--- src/sv/linear_stereo_resampler_top_assert.svh ---
`ifndef LINEAR_STEREO_RESAMPLER_TOP_ASSERT_SVH
`define LINEAR_STEREO_RESAMPLER_TOP_ASSERT_SVH

// Same-cycle implication, sampled on clk_i, off while rst_ni is low
`define LSR_ASSERT_IMPL(lbl, ante, cons, msg) \
  lbl: assert property (@(posedge clk_i) disable iff (!rst_ni) (ante) |-> (cons)) \
    else $error(msg);

// Next-cycle implication, sampled on clk_i, off while rst_ni is low
`define LSR_ASSERT_NEXT(lbl, ante, cons, msg) \
  lbl: assert property (@(posedge clk_i) disable iff (!rst_ni) (ante) |=> (cons)) \
    else $error(msg);

`endif

--- src/sv/lsr_pkg.sv ---
`default_nettype none

package lsr_pkg;

  localparam int unsigned FRAME_COUNT_BITS_DEF = 20;
  localparam int unsigned FRAC_BITS_DEF        = 16;

  localparam int unsigned SAMPLE_W    = 16;
  localparam int unsigned TDATA_W     = 2 * SAMPLE_W;
  localparam int unsigned STEP_W      = 21;
  localparam int unsigned STEP_FRAC   = 16;
  localparam int unsigned OUT_LIMIT_W = 20;
  localparam int unsigned CFG_IDX_W   = 2;
  localparam int unsigned CFG_DATA_W  = 21;

  localparam int unsigned MAX_RESULTS = 32;
  localparam int unsigned RES_CNT_W   = $clog2(MAX_RESULTS + 1);

  localparam logic [STEP_W-1:0]      STEP_RESET      = 21'd65536;
  localparam logic [OUT_LIMIT_W-1:0] OUT_LIMIT_RESET = 20'hFFFFF;

  localparam int unsigned         SAT_POS_MAG = 32767;
  localparam int unsigned         SAT_NEG_MAG = 32768;
  localparam logic [SAMPLE_W-1:0] SAT_MAX     = 16'h7FFF;
  localparam logic [SAMPLE_W-1:0] SAT_MIN     = 16'h8000;

  typedef enum logic [CFG_IDX_W-1:0] {
    CFG_STEP      = 2'd0,
    CFG_OUT_LIMIT = 2'd1
  } lsr_cfg_reg_e;

  typedef enum logic [2:0] {
    ST_IDLE,
    ST_CHECK,
    ST_MULT,
    ST_ROUND,
    ST_EMIT,
    ST_FINISH
  } lsr_state_e;

  typedef struct packed {
    logic accept;
    logic calc;
    logic mult;
    logic rnd;
    logic load;
    logic finish;
  } lsr_cmd_t;

  typedef struct packed {
    logic cond;
    logic out_free;
  } lsr_sts_t;

endpackage

`default_nettype wire

--- src/sv/lsr_ctrl.sv ---
`default_nettype none
`include "linear_stereo_resampler_top_assert.svh"

module lsr_ctrl (
  input  wire logic             clk_i,
  input  wire logic             rst_ni,
  input  wire logic             in_valid_i,
  output logic                  in_ready_o,
  input  wire lsr_pkg::lsr_sts_t sts_i,
  output lsr_pkg::lsr_cmd_t     cmd_o
);
  import lsr_pkg::*;

  lsr_state_e state_q, state_d;

  always_ff @(posedge clk_i or negedge rst_ni) begin
    if (!rst_ni) begin
      state_q <= ST_IDLE;
    end else begin
      state_q <= state_d;
    end
  end

  always_comb begin
    state_d = state_q;
    case (state_q)
      ST_IDLE: begin
        if (in_valid_i) state_d = ST_CHECK;
      end
      ST_CHECK: begin
        state_d = sts_i.cond ? ST_MULT : ST_FINISH;
      end
      ST_MULT:  state_d = ST_ROUND;
      ST_ROUND: state_d = ST_EMIT;
      ST_EMIT: begin
        if (sts_i.out_free) state_d = sts_i.cond ? ST_CHECK : ST_FINISH;
      end
      ST_FINISH: state_d = ST_IDLE;
      default:   state_d = ST_IDLE;
    endcase
  end

  always_comb begin
    cmd_o      = '0;
    in_ready_o = 1'b0;
    case (state_q)
      ST_IDLE: begin
        in_ready_o   = 1'b1;
        cmd_o.accept = in_valid_i;
      end
      ST_CHECK:  cmd_o.calc   = 1'b1;
      ST_MULT:   cmd_o.mult   = 1'b1;
      ST_ROUND:  cmd_o.rnd    = 1'b1;
      ST_EMIT:   cmd_o.load   = sts_i.out_free;
      ST_FINISH: cmd_o.finish = 1'b1;
      default: begin
        in_ready_o = 1'b0;
      end
    endcase
  end

  `LSR_ASSERT_IMPL(a_load_needs_room, cmd_o.load, sts_i.out_free, "result loaded over a full output")
  `LSR_ASSERT_NEXT(a_accept_to_check, cmd_o.accept, state_q == ST_CHECK, "accepted frame not checked")
  `LSR_ASSERT_NEXT(a_emit_holds, (state_q == ST_EMIT) && !sts_i.out_free, state_q == ST_EMIT, "result dropped while output stalled")

endmodule

`default_nettype wire

--- src/sv/lsr_datapath.sv ---
`default_nettype none

module lsr_datapath #(
  parameter int unsigned FRAME_COUNT_BITS = lsr_pkg::FRAME_COUNT_BITS_DEF,
  parameter int unsigned FRAC_BITS        = lsr_pkg::FRAC_BITS_DEF
) (
  input  wire logic                             clk_i,
  input  wire logic                             rst_ni,
  input  wire logic                             cfg_valid_i,
  input  wire logic [lsr_pkg::CFG_IDX_W-1:0]    cfg_index_i,
  input  wire logic [lsr_pkg::CFG_DATA_W-1:0]   cfg_data_i,
  input  wire logic [lsr_pkg::TDATA_W-1:0]      in_data_i,
  input  wire logic                             in_last_i,
  input  wire logic                             out_ready_i,
  output logic                                  out_valid_o,
  output logic [lsr_pkg::TDATA_W-1:0]           out_data_o,
  output logic                                  out_last_o,
  input  wire lsr_pkg::lsr_cmd_t                cmd_i,
  output lsr_pkg::lsr_sts_t                     sts_o
);
  import lsr_pkg::*;

  localparam int unsigned POS_W   = FRAME_COUNT_BITS + FRAC_BITS + 1;
  localparam int unsigned FRAC_W  = FRAC_BITS + 1;
  localparam int unsigned ESTEP_W = STEP_W + FRAC_BITS - STEP_FRAC;
  localparam int unsigned DIFF_W  = SAMPLE_W + 1;
  localparam int unsigned PROD_W  = DIFF_W + FRAC_W + 1;
  localparam int unsigned SUM_W   = PROD_W + 1;
  localparam int unsigned QUO_W   = SUM_W - FRAC_BITS;

  logic [STEP_W-1:0]      step_q;
  logic [OUT_LIMIT_W-1:0] out_limit_q;

  logic [POS_W-1:0]            pos_q;
  logic [FRAME_COUNT_BITS-1:0] seen_q;
  logic [OUT_LIMIT_W-1:0]      emitted_q;
  logic [RES_CNT_W-1:0]        n_q;
  logic signed [SAMPLE_W-1:0]  prev_l_q, prev_r_q;
  logic                        out_valid_q;

  logic signed [SAMPLE_W-1:0] cur_l_q, cur_r_q;
  logic                       end_q;
  logic [FRAC_W-1:0]          frac_q;
  logic signed [DIFF_W-1:0]   diff_l_q, diff_r_q;
  logic signed [PROD_W-1:0]   prod_l_q, prod_r_q;
  logic [SAMPLE_W-1:0]        res_l_q, res_r_q;
  logic [SAMPLE_W-1:0]        out_l_q, out_r_q;
  logic                       out_last_q;

  logic [STEP_W+FRAC_BITS-1:0] step_ext;
  logic [ESTEP_W-1:0]          step_s;
  logic [ESTEP_W-1:0]          step_min;
  logic [ESTEP_W-1:0]          step_eff;
  logic [FRAME_COUNT_BITS:0]   span;
  logic [POS_W-1:0]            limit_w;
  logic [POS_W-1:0]            base_w;
  logic [FRAME_COUNT_BITS-1:0] seen_dec;
  logic [FRAC_W-1:0]           frac_w;
  logic signed [FRAC_W:0]      frac_s;
  logic signed [PROD_W-1:0]    prod_l_w, prod_r_w;
  logic signed [SUM_W-1:0]     sum_l_w, sum_r_w;
  logic                        cond_w;

  function automatic logic [SAMPLE_W-1:0] round_sat(input logic signed [SUM_W-1:0] v);
    logic [SUM_W-1:0]    mag;
    logic [SUM_W-1:0]    rnd;
    logic [QUO_W-1:0]    q;
    logic [SAMPLE_W-1:0] res;
    mag = v[SUM_W-1] ? SUM_W'(-v) : SUM_W'(v);
    rnd = mag + (SUM_W'(1) << (FRAC_BITS - 1));
    q   = rnd[SUM_W-1:FRAC_BITS];
    if (v[SUM_W-1]) begin
      if (q > QUO_W'(SAT_NEG_MAG)) res = SAT_MIN;
      else res = SAMPLE_W'(QUO_W'(0) - q);
    end else begin
      if (q > QUO_W'(SAT_POS_MAG)) res = SAT_MAX;
      else res = SAMPLE_W'(q);
    end
    return res;
  endfunction

  assign step_ext = {step_q, {FRAC_BITS{1'b0}}};
  assign step_s   = step_ext[STEP_W+FRAC_BITS-1:STEP_FRAC];
  assign step_min = ESTEP_W'(1) << (FRAC_BITS - 4);
  assign step_eff = (step_s < step_min) ? step_min : step_s;

  assign span     = (FRAME_COUNT_BITS+1)'(seen_q) + (FRAME_COUNT_BITS+1)'(end_q);
  assign limit_w  = {span, {FRAC_BITS{1'b0}}};
  assign seen_dec = seen_q - FRAME_COUNT_BITS'(1);
  assign base_w   = {1'b0, seen_dec, {FRAC_BITS{1'b0}}};
  assign frac_w   = (pos_q >= base_w) ? FRAC_W'(pos_q - base_w) : '0;

  assign cond_w = (seen_q != '0) && (n_q < RES_CNT_W'(MAX_RESULTS))
                  && (emitted_q < out_limit_q) && (pos_q < limit_w);

  assign frac_s   = {1'b0, frac_q};
  assign prod_l_w = diff_l_q * frac_s;
  assign prod_r_w = diff_r_q * frac_s;
  assign sum_l_w  = (SUM_W'(prev_l_q) <<< FRAC_BITS) + SUM_W'(prod_l_q);
  assign sum_r_w  = (SUM_W'(prev_r_q) <<< FRAC_BITS) + SUM_W'(prod_r_q);

  assign sts_o.cond     = cond_w;
  assign sts_o.out_free = !out_valid_q || out_ready_i;

  always_ff @(posedge clk_i or negedge rst_ni) begin
    if (!rst_ni) begin
      step_q      <= STEP_RESET;
      out_limit_q <= OUT_LIMIT_RESET;
      pos_q       <= '0;
      seen_q      <= '0;
      emitted_q   <= '0;
      n_q         <= '0;
      prev_l_q    <= '0;
      prev_r_q    <= '0;
      out_valid_q <= 1'b0;
    end else begin
      if (cfg_valid_i) begin
        case (cfg_index_i)
          CFG_STEP:      step_q      <= cfg_data_i[STEP_W-1:0];
          CFG_OUT_LIMIT: out_limit_q <= cfg_data_i[OUT_LIMIT_W-1:0];
          default:       step_q      <= step_q;
        endcase
      end
      if (cmd_i.accept) n_q <= '0;
      if (cmd_i.mult) begin
        pos_q     <= pos_q + POS_W'(step_eff);
        emitted_q <= emitted_q + OUT_LIMIT_W'(1);
        n_q       <= n_q + RES_CNT_W'(1);
      end
      if (cmd_i.finish) begin
        prev_l_q <= cur_l_q;
        prev_r_q <= cur_r_q;
        if (end_q) begin
          pos_q     <= '0;
          seen_q    <= '0;
          emitted_q <= '0;
        end else if (seen_q != '1) begin
          seen_q <= seen_q + FRAME_COUNT_BITS'(1);
        end
      end
      if (cmd_i.load) out_valid_q <= 1'b1;
      else if (out_ready_i) out_valid_q <= 1'b0;
    end
  end

  always_ff @(posedge clk_i) begin
    if (cmd_i.accept) begin
      cur_l_q <= in_data_i[SAMPLE_W-1:0];
      cur_r_q <= in_data_i[TDATA_W-1:SAMPLE_W];
      end_q   <= in_last_i;
    end
    if (cmd_i.calc) begin
      frac_q   <= frac_w;
      diff_l_q <= DIFF_W'(cur_l_q) - DIFF_W'(prev_l_q);
      diff_r_q <= DIFF_W'(cur_r_q) - DIFF_W'(prev_r_q);
    end
    if (cmd_i.mult) begin
      prod_l_q <= prod_l_w;
      prod_r_q <= prod_r_w;
    end
    if (cmd_i.rnd) begin
      res_l_q <= round_sat(sum_l_w);
      res_r_q <= round_sat(sum_r_w);
    end
    if (cmd_i.load) begin
      out_l_q    <= res_l_q;
      out_r_q    <= res_r_q;
      out_last_q <= !cond_w;
    end
  end

  assign out_valid_o = out_valid_q;
  assign out_data_o  = {out_r_q, out_l_q};
  assign out_last_o  = out_last_q;

endmodule

`default_nettype wire

--- src/sv/linear_stereo_resampler_top.sv ---
// Each frame is taken in the idle state; a frame with no result then passes the
// check and finish steps, and each result passes the check, multiply, round and
// load steps of the shared interpolation datapath, the last one followed by finish.
// A result waits in the load step until the master side has taken the last one.
// A waiting result blocks: no new frame is taken until it is loaded into the output register.
// Reset (rst_ni low, asynchronous): step 1.0, output limit 0xFFFFF (its maximum), block
// state and previous frame cleared to zero, output register empty.
`default_nettype none

module linear_stereo_resampler_top #(
  parameter int unsigned FRAME_COUNT_BITS = lsr_pkg::FRAME_COUNT_BITS_DEF,
  parameter int unsigned FRAC_BITS        = lsr_pkg::FRAC_BITS_DEF
) (
  input  wire logic                           clk_i,
  input  wire logic                           rst_ni,
  input  wire logic                           s_axis_tvalid,
  output logic                                s_axis_tready,
  // left_in [15:0], right_in [31:16]
  input  wire logic [lsr_pkg::TDATA_W-1:0]    s_axis_tdata,
  input  wire logic                           s_axis_tlast,
  output logic                                m_axis_tvalid,
  input  wire logic                           m_axis_tready,
  // left_out [15:0], right_out [31:16]
  output logic [lsr_pkg::TDATA_W-1:0]         m_axis_tdata,
  output logic                                m_axis_tlast,
  input  wire logic                           cfg_valid_i,
  output logic                                cfg_ready_o,
  input  wire logic [lsr_pkg::CFG_IDX_W-1:0]  cfg_index_i,
  input  wire logic [lsr_pkg::CFG_DATA_W-1:0] cfg_data_i
);
  import lsr_pkg::*;

  lsr_cmd_t cmd;
  lsr_sts_t sts;

  assign cfg_ready_o = 1'b1;

  lsr_ctrl u_ctrl (
    .clk_i      (clk_i),
    .rst_ni     (rst_ni),
    .in_valid_i (s_axis_tvalid),
    .in_ready_o (s_axis_tready),
    .sts_i      (sts),
    .cmd_o      (cmd)
  );

  lsr_datapath #(
    .FRAME_COUNT_BITS (FRAME_COUNT_BITS),
    .FRAC_BITS        (FRAC_BITS)
  ) u_datapath (
    .clk_i       (clk_i),
    .rst_ni      (rst_ni),
    .cfg_valid_i (cfg_valid_i),
    .cfg_index_i (cfg_index_i),
    .cfg_data_i  (cfg_data_i),
    .in_data_i   (s_axis_tdata),
    .in_last_i   (s_axis_tlast),
    .out_ready_i (m_axis_tready),
    .out_valid_o (m_axis_tvalid),
    .out_data_o  (m_axis_tdata),
    .out_last_o  (m_axis_tlast),
    .cmd_i       (cmd),
    .sts_o       (sts)
  );

endmodule

`default_nettype wire
--- config.mk ---
export PLATFORM = sky130hd
export DESIGN_NAME = linear_stereo_resampler_top
export DESIGN_NICKNAME = d
export VERILOG_FILES = /design/src/sv/lsr_pkg.sv /design/src/sv/lsr_ctrl.sv /design/src/sv/lsr_datapath.sv /design/src/sv/linear_stereo_resampler_top.sv
export VERILOG_INCLUDE_DIRS = /design/src /design/src/sv
export SDC_FILE = /design/constraint.sdc
export NUM_CORES = 2
export LEC_CHECK = 0
export ABC_CLOCK_PERIOD_IN_PS = 14550
export BUFFER_PORTS_ARGS = -buffer_cell sky130_fd_sc_hd__buf_2
export CAP_MARGIN = 20
export CORE_MARGIN = 2
export CORE_UTILIZATION = 40
export CTS_CLUSTER_DIAMETER = 30
export DETAILED_ROUTE_END_ITERATION = 16
export GPL_ROUTABILITY_DRIVEN = 0
export GPL_TIMING_DRIVEN = 0
export PLACE_DENSITY = 0.51
export SYNTH_ARGS = -nofsm -noshare
export SYNTH_HDL_FRONTEND = slang
export SYNTH_SLANG_ARGS = --single-unit
export TNS_END_PERCENT = 30
--- constraint.sdc ---
create_clock -name clk_i -period 14.55 [get_ports clk_i]
set_input_delay 4.365 -clock clk_i [delete_from_list [all_inputs] [get_ports clk_i]]
set_output_delay 4.365 -clock clk_i [all_outputs]
set_load 0.02 [all_outputs]
==> results.py <==
metrics = {
    "status": {
        "status": "completed",
    },
    "detailed_routing": {
        "drc": 0,
        "met1_length_mm": 54.68,
        "routedWlPerCell_um": 19.78,
        "met2_length_mm": 58.17,
        "top_layer_used": "met5",
        "dr_wl_met3_mm": 6.463,
        "drt_pass1_iterations": 7,
        "wirelength_mm": 124.0,
        "num_vias": 32810,
        "drt-initial-drc-count": 1819,
        "antenna_left": 0,
        "viasPerCell": 5.232,
    },
    "worst_hold_path": {
        "hp-start": "u_datapath.res_l_q[4]",
        "hold_depth": 0,
        "worstHoldPathType": "flop to flop",
    },
    "synth": {
        "syn_avg_cell_area_sq_um": 9.432,
        "syn_nets": 5495,
        "ys_warn_count": 0,
        "ys.flop_type": "edfxtp_1",
        "ys_seq_elements": 379,
        "synthArstFlopShare_pct": 42.22,
        "synth.distinct_cells": 109,
        "synth-edff-count": 219,
        "synth_commonest_cells": "inv_1 (651), nand2_1 (526), fa_1 (453), ha_1 (420), nor2_1 (266)",
        "synth.most_common_cell": "inv_1",
        "yosysTopAreaCell": "fa_1",
        "yosysSeqAreaShare_pct": 24.65,
        "synthTopCellsByArea": "fa_1 (21%), edfxtp_1 (15%), ha_1 (12%), dfrtp_1 (8.1%), inv_1 (5.7%)",
        "syn-cell-area_sq_mm": 0.04302,
        "synthCells": 4561,
        "yosysTopAreaCellShare_pct": 21.08,
    },
    "cts": {
        "cts_root_buf": "clkbuf_16",
        "cts_tree": "done",
        "clock_sinks": 379,
        "cts_resized": 0,
        "clk_pin_slew_ns": 0.04,
        "h-tree-depth": 3,
        "numCtsBuffers": 104,
        "cts.path.max_buffers": 3,
        "postCtsSetupBuffers": 0,
        "ctsHoldBuffers": 0,
        "clock_latency_ns": 0.71,
    },
    "placement": {
        "io_buffer_count": 95,
        "hpwl_mm": 98.10,
        "dp.cells": 6068,
    },
    "floorplan": {
        "fp.dieW_um": 332.0,
        "design.die.area_sq_mm": 0.1102,
        "die_h_um": 332.0,
        "core-area_sq_mm": 0.1069,
        "initial_core_util_pct": 40.24,
        "rows": 120,
        "io_pins": 97,
    },
    "sta": {
        "slew_violations": 0,
        "period_share_pct": 55.61,
        "finalSetupViolCount": 0,
        "clock.fmax_ghz": 0.1236,
        "rsz0062_at_grt": "false",
        "hold_viol_final": 0,
        "finalSetupTns_ns": 0,
        "worst_pin_slew_ns": 1.130,
        "fin_skew_ns": 0.07877,
        "fin_crit_ns": 8.092,
        "slew_headroom_pct": 24.65,
    },
    "finish": {
        "areaGrowthSynthToFinish_pct": 14.52,
        "drive_above_1_share_pct": 9.679,
        "fillers": 10370,
        "fin_nets": 5708,
        "instances_no_fill": 6271,
    },
    "critical_path": {
        "end_kind": "flop",
        "crit_arrival_ns": 8.62,
        "cp_max_fo": 10,
        "cp_data_required_time_ns": 15.08,
        "worst_setup_path_start_kind": "flop",
        "crit_type": "flop to flop",
        "crit_start": "u_datapath.frac_q[2]",
        "rr_worst_depth": 22,
        "r2r-start": "u_datapath.frac_q[2]",
    },
    "global_route": {
        "grt_overflow": 0,
        "grt_usage_pct": 22.80,
        "grt_pass1_wl_mm": 194.6,
        "antenna_found_initial": 8,
        "grt_max_degree": 83,
        "grt_pass1_vias": 33650,
    },
    "job": {
        "maxCapViolCount": 0,
    },
}
==> placed cells by master, fill, tap and decap left out, drive strengths merged, types with 15 or more instances in the layout <==
master,instances
a21o,48
inv,657
xor2,86
fa,453
a21oi,150
xnor2,147
nor2,268
mux2i,17
dfrtp,139
o21ai,126
and4,16
o21a,31
clkinvlp,16
nor4,30
nor2b,24
clkinv,33
nand2,526
nor3,92
nand2b,61
mux2,77
or3,23
clkbuf,300
ha,420
buf,128
o22ai,19
edfxtp,219
o211ai,15
and3,29
dfstp,21
a21boi,28
a31oi,31
a211oi,29
nand3,83
and2,262
nand4,45
==> layout make-up <==
class	count	area, sq um	share of cell area, %
clock buffers	129	2836	5.757
diodes	2	5.005	0.01016
multi-input cells	3339	29230	59.33
repair buffers	107	685.7	1.392
inverters	651	2444	4.960
plain buffers	192	758.2	1.539
well taps	1403	1755	3.563
clock inverters	69	948.4	1.925
flip-flops and latches	379	10610	21.53
==> registers in the layout (all words and copies together), names as in the netlist, 17 cells and up <==
register	flops
u_datapath.diff_l_q	17
u_datapath.diff_r_q	17
u_datapath.emitted_q	20
u_datapath.frac_q	17
u_datapath.out_limit_q	20
u_datapath.pos_q	37
u_datapath.prod_l_q	35
u_datapath.prod_r_q	35
u_datapath.seen_q	20
u_datapath.step_q	21
==> layer usage <==
| metal | GRT usage (%) | vias to the layer above |
|---|---|---|
| li1 | - | 15600 |
| met1 | 29.50 | 16260 |
| met2 | 37.52 | 731 |
| met3 | 4.519 | 212 |
| met4 | 8.956 | 6 |
| met5 | 0 | - |
==> logic make-up after synthesis <==
group	share of synthesized area, %
simple gates	17.51
buf+inv	7.440
compound gates	9.886
mux	2.411
flops	24.65
xor+xnor	4.796
fa+ha+maj	33.30
other cells	0.008717
==> path summary, 6_finish.rpt <==
check                                          end  slack, ns
max reg2reg                u_datapath.prod_r_q[32]       6.46
min                          u_datapath.out_l_q[4]       0.41
min in group asynchronous   u_datapath.prev_l_q[0]       3.66
max                        u_datapath.prod_r_q[32]       6.46
max in group asynchronous    u_datapath.step_q[16]       9.86
min reg2reg                  u_datapath.out_l_q[4]       0.41
==> stage by stage <==
stage | util, % | setup WS (ns) | hold WS [ns] | area [sq um]
floorplan | - | 7.813 | 0.4003 | 43020
global placement | 42.33 | 5.978 | 0.4012 | 45250
detailed placement | 42.53 | 6.476 | 0.4054 | 45460
CTS | 46.07 | 6.468 | 0.4139 | 49250
global route | 46.08 | 5.953 | 0.4147 | 49260
finish | 46.09 | 6.458 | 0.4134 | 49270
==> worst max-delay path: stages (launching register included) <==
cell and delay (ns):
edfxtp_1 0.80, clkbuf_1 0.90, nand2_1 0.20, fa_1 0.56, inv_1 0.05, fa_1 0.44
fa_1 0.49, fa_1 0.56, inv_1 0.06, fa_1 0.54, inv_1 0.06, fa_1 0.47
ha_1 0.37, a21o_1 0.18, a21oi_1 0.13, nor2b_1 0.07, or2_2 0.32, a21oi_1 0.24
a31oi_1 0.21, or4_1 0.46, a31o_2 0.29, a2111o_1 0.41, o2111ai_1 0.12
Power is not shown: default switching activity piles up to over one toggle a cycle in this logic, so the estimate is an artifact.
